File: src/design/ual_pkg.sv
// shared types and constants for the unique append list
package ual_pkg;

  // store geometry
  localparam int DEPTH = 16;
  localparam int CNT_W = $clog2(DEPTH + 1);
  localparam int IDX_W = (DEPTH > 1) ? $clog2(DEPTH) : 1;

  // command queue geometry
  localparam int Q_DEPTH = 2;
  localparam int Q_IDX_W = (Q_DEPTH > 1) ? $clog2(Q_DEPTH) : 1;
  localparam int Q_CNT_W = $clog2(Q_DEPTH + 1);

  // result field width for the entry total
  localparam int TOTAL_W = 5;

  typedef enum logic [1:0] {
    OP_INSERT   = 2'd0,
    OP_DUMP_FWD = 2'd1,
    OP_DUMP_REV = 2'd2,
    OP_SIZE     = 2'd3
  } ual_op_t;

  typedef enum logic [1:0] {
    ST_OK    = 2'd0,
    ST_DUP   = 2'd1,
    ST_FULL  = 2'd2,
    ST_EMPTY = 2'd3
  } ual_status_t;

  // classified command kinds seen by the back end
  typedef enum logic [1:0] {
    CMD_INSERT,
    CMD_SIZE,
    CMD_DUMP
  } ual_kind_t;

  typedef enum logic {
    BK_IDLE,
    BK_DUMP
  } ual_bk_state_t;

  typedef struct packed {
    ual_op_t            opcode;
    logic signed [31:0] value;
  } ual_in_t;

  typedef struct packed {
    logic signed [31:0] item_value;
    logic [TOTAL_W-1:0] entry_total;
    ual_status_t        status;
    logic               last;
  } ual_out_t;

  typedef struct packed {
    ual_kind_t          kind;
    logic               reverse;
    logic signed [31:0] value;
  } ual_cmd_t;

endpackage

File: src/design/unique_append_list.sv
// Top level of the unique append list: front end, command queue and back end.
//
// Input channel: an item (opcode, value) is taken at a rising edge where start
// is high and busy is low. busy rises only while the two-entry command queue
// is full. Opcodes: insert, forward dump, reverse dump, size query.
// Result channel: out_strobe marks a one-cycle result on out_result; the
// receiver has no way to hold it off, so results are never stalled.
// An insert or size query gives its single result from the result register
// once its command leaves the queue. Inserts and size queries sustain one item
// per cycle while no dump holds the back end; the duplicate search compares
// the value with all held entries in parallel. A dump occupies the back end
// for a start step, then one entry a cycle from the store, with last set on the
// final one. A dump of an empty list gives one result with the empty status.
// Reset (rst_n low, synchronous) empties the list and the queue and clears
// out_strobe; stored values are not cleared, only entries below the count
// are ever read.
module unique_append_list import ual_pkg::*; (
  input  logic     clk,
  input  logic     rst_n,
  input  logic     start,
  output logic     busy,
  input  ual_in_t  in_item,
  output logic     out_strobe,
  output ual_out_t out_result
);

  logic     q_valid;
  logic     q_pop;
  ual_cmd_t q_cmd;

  // acceptance and classification
  ual_front u_front (
    .clk     (clk),
    .rst_n   (rst_n),
    .start   (start),
    .busy    (busy),
    .in_item (in_item),
    .q_valid (q_valid),
    .q_cmd   (q_cmd),
    .q_pop   (q_pop)
  );

  // execution
  ual_back u_back (
    .clk        (clk),
    .rst_n      (rst_n),
    .q_valid    (q_valid),
    .q_cmd      (q_cmd),
    .q_pop      (q_pop),
    .out_strobe (out_strobe),
    .out_result (out_result)
  );

endmodule

File: src/design/ual_front.sv
// front end: item acceptance, opcode classification and command queue
module ual_front import ual_pkg::*; (
  input  logic     clk,
  input  logic     rst_n,
  input  logic     start,
  output logic     busy,
  input  ual_in_t  in_item,
  output logic     q_valid,
  output ual_cmd_t q_cmd,
  input  logic     q_pop
);

  ual_cmd_t           slot_r [Q_DEPTH];
  logic [Q_IDX_W-1:0] wr_ptr_r, wr_ptr_nxt;
  logic [Q_IDX_W-1:0] rd_ptr_r, rd_ptr_nxt;
  logic [Q_CNT_W-1:0] cnt_r, cnt_nxt;
  logic               q_full;
  logic               push;
  logic               pop;
  ual_cmd_t           cmd_in;

  // classify the incoming item
  always_comb begin
    cmd_in.value   = in_item.value;
    cmd_in.reverse = 1'b0;
    unique case (in_item.opcode)
      OP_INSERT:   cmd_in.kind = CMD_INSERT;
      OP_DUMP_FWD: cmd_in.kind = CMD_DUMP;
      OP_DUMP_REV: begin
        cmd_in.kind    = CMD_DUMP;
        cmd_in.reverse = 1'b1;
      end
      OP_SIZE:     cmd_in.kind = CMD_SIZE;
      default:     cmd_in.kind = CMD_SIZE;
    endcase
  end

  // queue control
  assign q_full  = (cnt_r == Q_CNT_W'(Q_DEPTH));
  assign busy    = q_full;
  assign push    = start && !q_full;
  assign q_valid = (cnt_r != '0);
  assign pop     = q_pop && q_valid;
  assign q_cmd   = slot_r[rd_ptr_r];

  always_comb begin
    wr_ptr_nxt = wr_ptr_r;
    rd_ptr_nxt = rd_ptr_r;
    cnt_nxt    = cnt_r;
    if (push) begin
      wr_ptr_nxt = (wr_ptr_r == Q_IDX_W'(Q_DEPTH - 1)) ? '0 : wr_ptr_r + Q_IDX_W'(1);
    end
    if (pop) begin
      rd_ptr_nxt = (rd_ptr_r == Q_IDX_W'(Q_DEPTH - 1)) ? '0 : rd_ptr_r + Q_IDX_W'(1);
    end
    priority if (push && !pop) begin
      cnt_nxt = cnt_r + Q_CNT_W'(1);
    end else if (pop && !push) begin
      cnt_nxt = cnt_r - Q_CNT_W'(1);
    end else begin
      cnt_nxt = cnt_r;
    end
  end

  always_ff @(posedge clk) begin
    if (!rst_n) begin
      wr_ptr_r <= '0;
      rd_ptr_r <= '0;
      cnt_r    <= '0;
    end else begin
      wr_ptr_r <= wr_ptr_nxt;
      rd_ptr_r <= rd_ptr_nxt;
      cnt_r    <= cnt_nxt;
    end
  end

  // queue slots hold payload only
  always_ff @(posedge clk) begin
    if (push) begin
      slot_r[wr_ptr_r] <= cmd_in;
    end
  end

endmodule

File: src/design/ual_back.sv
// back end: entry store, duplicate search, append and dump sequencing
module ual_back import ual_pkg::*; (
  input  logic     clk,
  input  logic     rst_n,
  input  logic     q_valid,
  input  ual_cmd_t q_cmd,
  output logic     q_pop,
  output logic     out_strobe,
  output ual_out_t out_result
);

  logic signed [31:0] entry_r [DEPTH];
  logic [CNT_W-1:0]   count_r, count_nxt;
  ual_bk_state_t      state_r, state_nxt;
  logic [IDX_W-1:0]   ptr_r, ptr_nxt;
  logic [IDX_W-1:0]   rem_r, rem_nxt;
  logic               rev_r, rev_nxt;
  logic               strobe_r, strobe_nxt;
  ual_out_t           result_r, result_nxt;
  logic [DEPTH-1:0]   match;
  logic               dup;
  logic               store_full;
  logic               wr_en;

  // parallel compare against every held entry
  always_comb begin
    for (int i = 0; i < DEPTH; i++) begin
      match[i] = (entry_r[i] == q_cmd.value) && (CNT_W'(i) < count_r);
    end
  end

  assign dup        = |match;
  assign store_full = (count_r == CNT_W'(DEPTH));

  // command execution and dump sequencing
  always_comb begin
    state_nxt  = state_r;
    count_nxt  = count_r;
    ptr_nxt    = ptr_r;
    rem_nxt    = rem_r;
    rev_nxt    = rev_r;
    q_pop      = 1'b0;
    wr_en      = 1'b0;
    strobe_nxt = 1'b0;
    result_nxt.item_value  = '0;
    result_nxt.entry_total = TOTAL_W'(count_r);
    result_nxt.status      = ST_OK;
    result_nxt.last        = 1'b1;
    unique case (state_r)
      BK_IDLE: begin
        if (q_valid) begin
          q_pop = 1'b1;
          unique case (q_cmd.kind)
            CMD_INSERT: begin
              strobe_nxt = 1'b1;
              priority if (dup) begin
                result_nxt.status = ST_DUP;
              end else if (store_full) begin
                result_nxt.status = ST_FULL;
              end else begin
                wr_en     = 1'b1;
                count_nxt = count_r + CNT_W'(1);
                result_nxt.entry_total = TOTAL_W'(count_r + CNT_W'(1));
              end
            end
            CMD_SIZE: begin
              strobe_nxt = 1'b1;
            end
            CMD_DUMP: begin
              if (count_r == '0) begin
                strobe_nxt        = 1'b1;
                result_nxt.status = ST_EMPTY;
              end else begin
                state_nxt = BK_DUMP;
                rev_nxt   = q_cmd.reverse;
                rem_nxt   = IDX_W'(count_r - CNT_W'(1));
                ptr_nxt   = q_cmd.reverse ? IDX_W'(count_r - CNT_W'(1)) : '0;
              end
            end
            default: begin
              strobe_nxt = 1'b1;
            end
          endcase
        end
      end
      BK_DUMP: begin
        strobe_nxt            = 1'b1;
        result_nxt.item_value = entry_r[ptr_r];
        result_nxt.last       = (rem_r == '0);
        ptr_nxt = rev_r ? ptr_r - IDX_W'(1) : ptr_r + IDX_W'(1);
        rem_nxt = rem_r - IDX_W'(1);
        if (rem_r == '0) begin
          state_nxt = BK_IDLE;
        end
      end
      default: begin
        state_nxt = BK_IDLE;
      end
    endcase
  end

  // control state
  always_ff @(posedge clk) begin
    if (!rst_n) begin
      state_r  <= BK_IDLE;
      count_r  <= '0;
      strobe_r <= 1'b0;
    end else begin
      state_r  <= state_nxt;
      count_r  <= count_nxt;
      strobe_r <= strobe_nxt;
    end
  end

  // payload registers
  always_ff @(posedge clk) begin
    ptr_r    <= ptr_nxt;
    rem_r    <= rem_nxt;
    rev_r    <= rev_nxt;
    result_r <= result_nxt;
    if (wr_en) begin
      entry_r[count_r[IDX_W-1:0]] <= q_cmd.value;
    end
  end

  assign out_strobe = strobe_r;
  assign out_result = result_r;

endmodule

File: config.mk
export PLATFORM = sky130hd
export DESIGN_NAME = unique_append_list
export DESIGN_NICKNAME = d
export VERILOG_FILES = /design/src/design/ual_pkg.sv /design/src/design/unique_append_list.sv /design/src/design/ual_front.sv /design/src/design/ual_back.sv
export SDC_FILE = /design/constraint.sdc
export NUM_CORES = 1
export LEC_CHECK = 0
export ABC_CLOCK_PERIOD_IN_PS = 4680
export BUFFER_PORTS_ARGS = -buffer_cell sky130_fd_sc_hd__buf_2
export CAP_MARGIN = 30
export CORE_ASPECT_RATIO = 2
export CORE_MARGIN = 5
export CORE_UTILIZATION = 30
export DETAILED_ROUTE_END_ITERATION = 6
export GPL_TIMING_DRIVEN = 0
export PLACE_DENSITY = 0.52
export SKIP_CTS_REPAIR_TIMING = 1
export SYNTH_ARGS = -nofsm -noshare
export SYNTH_HDL_FRONTEND = slang
export SYNTH_SLANG_ARGS = --single-unit
export TNS_END_PERCENT = 1
File: constraint.sdc
create_clock -name clk -period 4.68 [get_ports clk]
set_input_delay 1.17 -clock clk [delete_from_list [all_inputs] [get_ports clk]]
set_output_delay 1.17 -clock clk [all_outputs]
set_load 0.1 [all_outputs]
==> summary.md <==
| Metric | Value |
|---|---|
| Crit path time final | 4820 ps |
| RSZ-0062 raised after global routing | yes |
| Final HPWL DP | 112 mm |
| DR DRC count | 0 |
| Global-route wire length before repair | 189 mm |
| Final worst slack | -143 ps |
| Area Growth Syn to Fin | 20.5% |
| Tcrit/Tclk final | 103% |
| Initial DRC Count | 2732 |
| Hold Fails Final Rpt | 0 |
| Place WS | -788 ps |
| Vias in the first global route | 19337 |
| Worst r2r path cells | 12 |
| Violated checks | setup timing |
| Finished Layout Cells | 3553 |
| Reg2reg setup slack | -140 ps |
| Dpl cells | 3336 |
| Mean Syn Cell Area | 16.6 um^2 |
| CP Capture Type | flip-flop |
| Vias per Instance | 5.51 |
| Slew @ Worst Pin | 1200 ps |
| CP most frequent cell | buf_12 |
| Chip Height | 463 um |
| Die width | 236 um |
| Port Buf Inserts | 78 |
| Global route overflow | 0 |
| Setup Skew | 46.3 ps |
| Share of cells above drive strength 1 | 28.2% |
| Final setup fails | 314 |
| ANT nets after route | 0 |
| Htree depth | 2 |
| Worst setup SP type | flip-flop |
| Drt total wl | 150 mm |
| CTS root buf | clkbuf_16 |
| Reg-to-reg endpoint | u_back.entry_r[0][28]$_DFFE_PP_ |
| Final Util | 36.3% |
| Post-synthesis cell count | 1849 |
| Sequential element share of the synthesized area | 61.1% |
| Area of the core | 102000 um^2 |
| Hold WC Path Type | flip-flop to flip-flop |
| TritonRoute pass-1 iters | 7 |
| Final #Nets | 2204 |
| I/O Pins | 79 |
| LEAKAGE | 0.0118 uW |
| Post-Syn Nets | 1897 |
| Overall power | 19000 uW |
| Hold depth | 1 |
| Initial core utilization | 30.1% |
| Critical-path cell list | buf_12, buf_12, mux2i_4, buf_4, xnor2_1, nor4_1, nand3_1, nor3_1, nor4_2, nand4_4, nor2_4, and3_2 |
| Fmax | 207 MHz |
| Clk Latency, worst-skew pair | 710 ps |
| Fillers | 9722 |
| CP Data Required Time | 4980 ps |
| Yosys reg bits | 643 |
| Ys Warns | 0 |
| CP arrival | 5130 ps |
| Max-slew headroom | 19.1% |
| Critical path type | flip-flop to flip-flop |
| Average wire per standard cell | 42.3 um |
| Pin count of the biggest net entering global routing | 33 |
| Antenna violations before repair | 6 |
| Cell variety after synth | 56 |
| CP Max Fanout | 16 |
| Synthesized area | 30800 um^2 |
| DR vias | 19568 |
| Routability cong. | 1.12 |
| CTS Buffer Depth | 3 |
| Gr usage total | 26.0% |
| Hold path start | u_back.rem_r[3]$_DFFE_PP_ |
| Outcome | finished with violations |
| Row count | 166 |
| TritonCTS Buffers | 60 |
| Pwr dens | 511 nW/um^2 |
| Clock transition at path regs | 70 ps |
| Slew Viols, Final | 0 |
| Slowest cell on the critical path | and3_2 |
| CTS tree | yes |
| Worst Hold End | u_back.out_result[0]$_SDFF_PN1_ |
| Full die area | 109000 um^2 |
| CTS Sinks | 643 |
| Worst stage delay on the critical path | 770 ps |
| Max Cap Violations | 0 |
| Peak supply drop | 0.337 mV |
==> flip-flops by register name, indices dropped and copies added, names as in the netlist, named ones only <==
register           flops
u_back.out_result     40
u_back.out_strobe      1
u_back.entry_r       512
u_front.slot_r        70
u_back.rem_r           4
u_back.ptr_r           4
u_back.count_r         5
u_front.rd_ptr_r       1
u_front.wr_ptr_r       1
u_back.state_r         1
u_back.rev_r           1
u_front.cnt_r          2
==> cell type report <==
class / count / area (um^2) / area share, %
flip-flops and latches: 643 / 18800 / 50.7
multi-input cells: 1082 / 11500 / 31.1
repair buffers: 234 / 2230 / 6.01
clock buffers: 88 / 1810 / 4.87
well taps: 1344 / 1680 / 4.54
plain buffers: 89 / 653 / 1.76
clock inverters: 23 / 203 / 0.547
inverters: 46 / 173 / 0.466
diodes: 4 / 10.0 / 0.0270
==> synthesized netlist by cell type, drive strengths merged <==
library cell | instances | area [um^2]
xor2 | 72 | 631
a31oi | 1 | 6.26
mux2i | 42 | 791
mux2 | 2 | 26.3
a2111oi | 10 | 88.8
a21o | 2 | 15.0
o41ai | 1 | 8.76
fa | 1 | 20.0
and2 | 41 | 257
o2111ai | 1 | 8.76
mux4 | 160 | 3600
nand2b | 5 | 31.3
o21ai | 7 | 35.0
a211o | 1 | 8.76
nor2 | 13 | 56.3
a211oi | 1 | 7.51
nand4 | 24 | 165
ha | 10 | 125
nand2 | 20 | 75.1
nor2b | 2 | 12.5
and3 | 15 | 93.8
dfxtp | 52 | 1040
nand3 | 31 | 155
buf | 54 | 494
edfxtp | 591 | 17700
a21oi | 6 | 30.0
o21a | 3 | 22.5
xnor2 | 444 | 3890
o22ai | 3 | 18.8
clkbuf | 35 | 131
a21boi | 3 | 22.5
nor4 | 99 | 651
nor3 | 38 | 211
or3 | 3 | 18.8
inv | 46 | 173
a41o | 1 | 10.0
o31ai | 1 | 7.51
or3b | 1 | 8.76
o21bai | 1 | 7.51
nand3b | 1 | 7.51
o2bb2ai | 4 | 35.0
o211a | 1 | 10.0
==> worst max-delay path by stage <==
stage          cells after the start                         endpoint       from  slack [ps]
2_1_floorplan                     13  u_back.entry_r[12][0]$_DFFE_PP_  flip-flop         930
3_3_place_gp                      13  u_back.entry_r[12][8]$_DFFE_PP_  flip-flop       -2470
3_5_place_dp                      13   u_back.entry_r[4][4]$_DFFE_PP_  flip-flop        -790
4_1_cts                           13   u_back.entry_r[4][6]$_DFFE_PP_  flip-flop        -860
5_1_grt                           14  u_back.entry_r[12][9]$_DFFE_PP_  flip-flop         -70
6_report                          12  u_back.entry_r[0][28]$_DFFE_PP_  flip-flop        -140
==> layer usage <==
metal / part of all wire (%) / GRT usage, % / wire (um) / vias to the layer above
li1: - / - / - / 7698
met1: 30 / 25.5 / 45300 / 10051
met2: 48 / 43.3 / 71800 / 1323
met3: 7.2 / 4.84 / 10800 / 494
met4: 15 / 28.6 / 22200 / 2
met5: 0.0080 / 0 / 12 / -
==> logic make-up (layout without fill, tap and decap cells) <==
kind of cell | after synthesis | after routing | share of synthesized area, %
muxes | 204 | 204 | 14.4
buffers and inverters | 135 | 480 | 2.60
other | 0 | 4 | 0
adders and majority gates | 11 | 11 | 0.472
and+or+nand+nor | 293 | 304 | 5.67
DFF | 643 | 643 | 61.1
xor gates and xnor gates | 516 | 516 | 14.7
AOI/OAI and AO/OA | 47 | 47 | 1.11
==> where the power goes <==
| group | total, uW | switching (uW) | internal (uW) | leakage [uW] |
|---|---|---|---|---|
| Clock | 5150 | 2360 | 2790 | 0.000980 |
| Combinational | 6770 | 4640 | 2130 | 0.00505 |
| Sequential | 7040 | 134 | 6910 | 0.00576 |
==> worst max-delay path, delay by kind of cell (launching register included) <==
| kind | cells | cell delay, ps |
|---|---|---|
| multiplexers | 1 | 150 |
| XOR/XNOR | 1 | 760 |
| AND/OR/NAND/NOR | 7 | 2370 |
| flip-flops | 1 | 370 |
| buffers and inverters | 3 | 690 |
==> stage by stage <==
stage	cell area [um^2]	hold slack, ps	setup TNS, ps
finish	37100	547	-20940
detailed placement	33800	550	-263000
CTS	35800	557	-292740
global route	37100	586	-2990
floorplan	30800	478	0
global placement	32800	497	-1175770
==> cells in the final DEF (no fill, tap or decap), drive strengths merged, types with 4 or more instances in the layout <==
master | Yosys | routed
nand2 | 20 | 20
mux4 | 160 | 160
mux2i | 42 | 42
and2 | 41 | 44
dfxtp | 52 | 52
o2bb2ai | 4 | 4
nand2b | 5 | 5
and3 | 15 | 23
nand4 | 24 | 24
buf | 54 | 287
a21oi | 6 | 6
a2111oi | 10 | 10
clkinvlp | 0 | 4
clkbuf | 35 | 123
nand3 | 31 | 31
nor2 | 13 | 13
nor4 | 99 | 99
clkinv | 0 | 15
inv | 46 | 48
nor3 | 38 | 38
o21ai | 7 | 7
xnor2 | 444 | 444
ha | 10 | 10
diode | 0 | 4
xor2 | 72 | 72
edfxtp | 591 | 591
No activity file was read; power rests on OpenSTA's default activity.
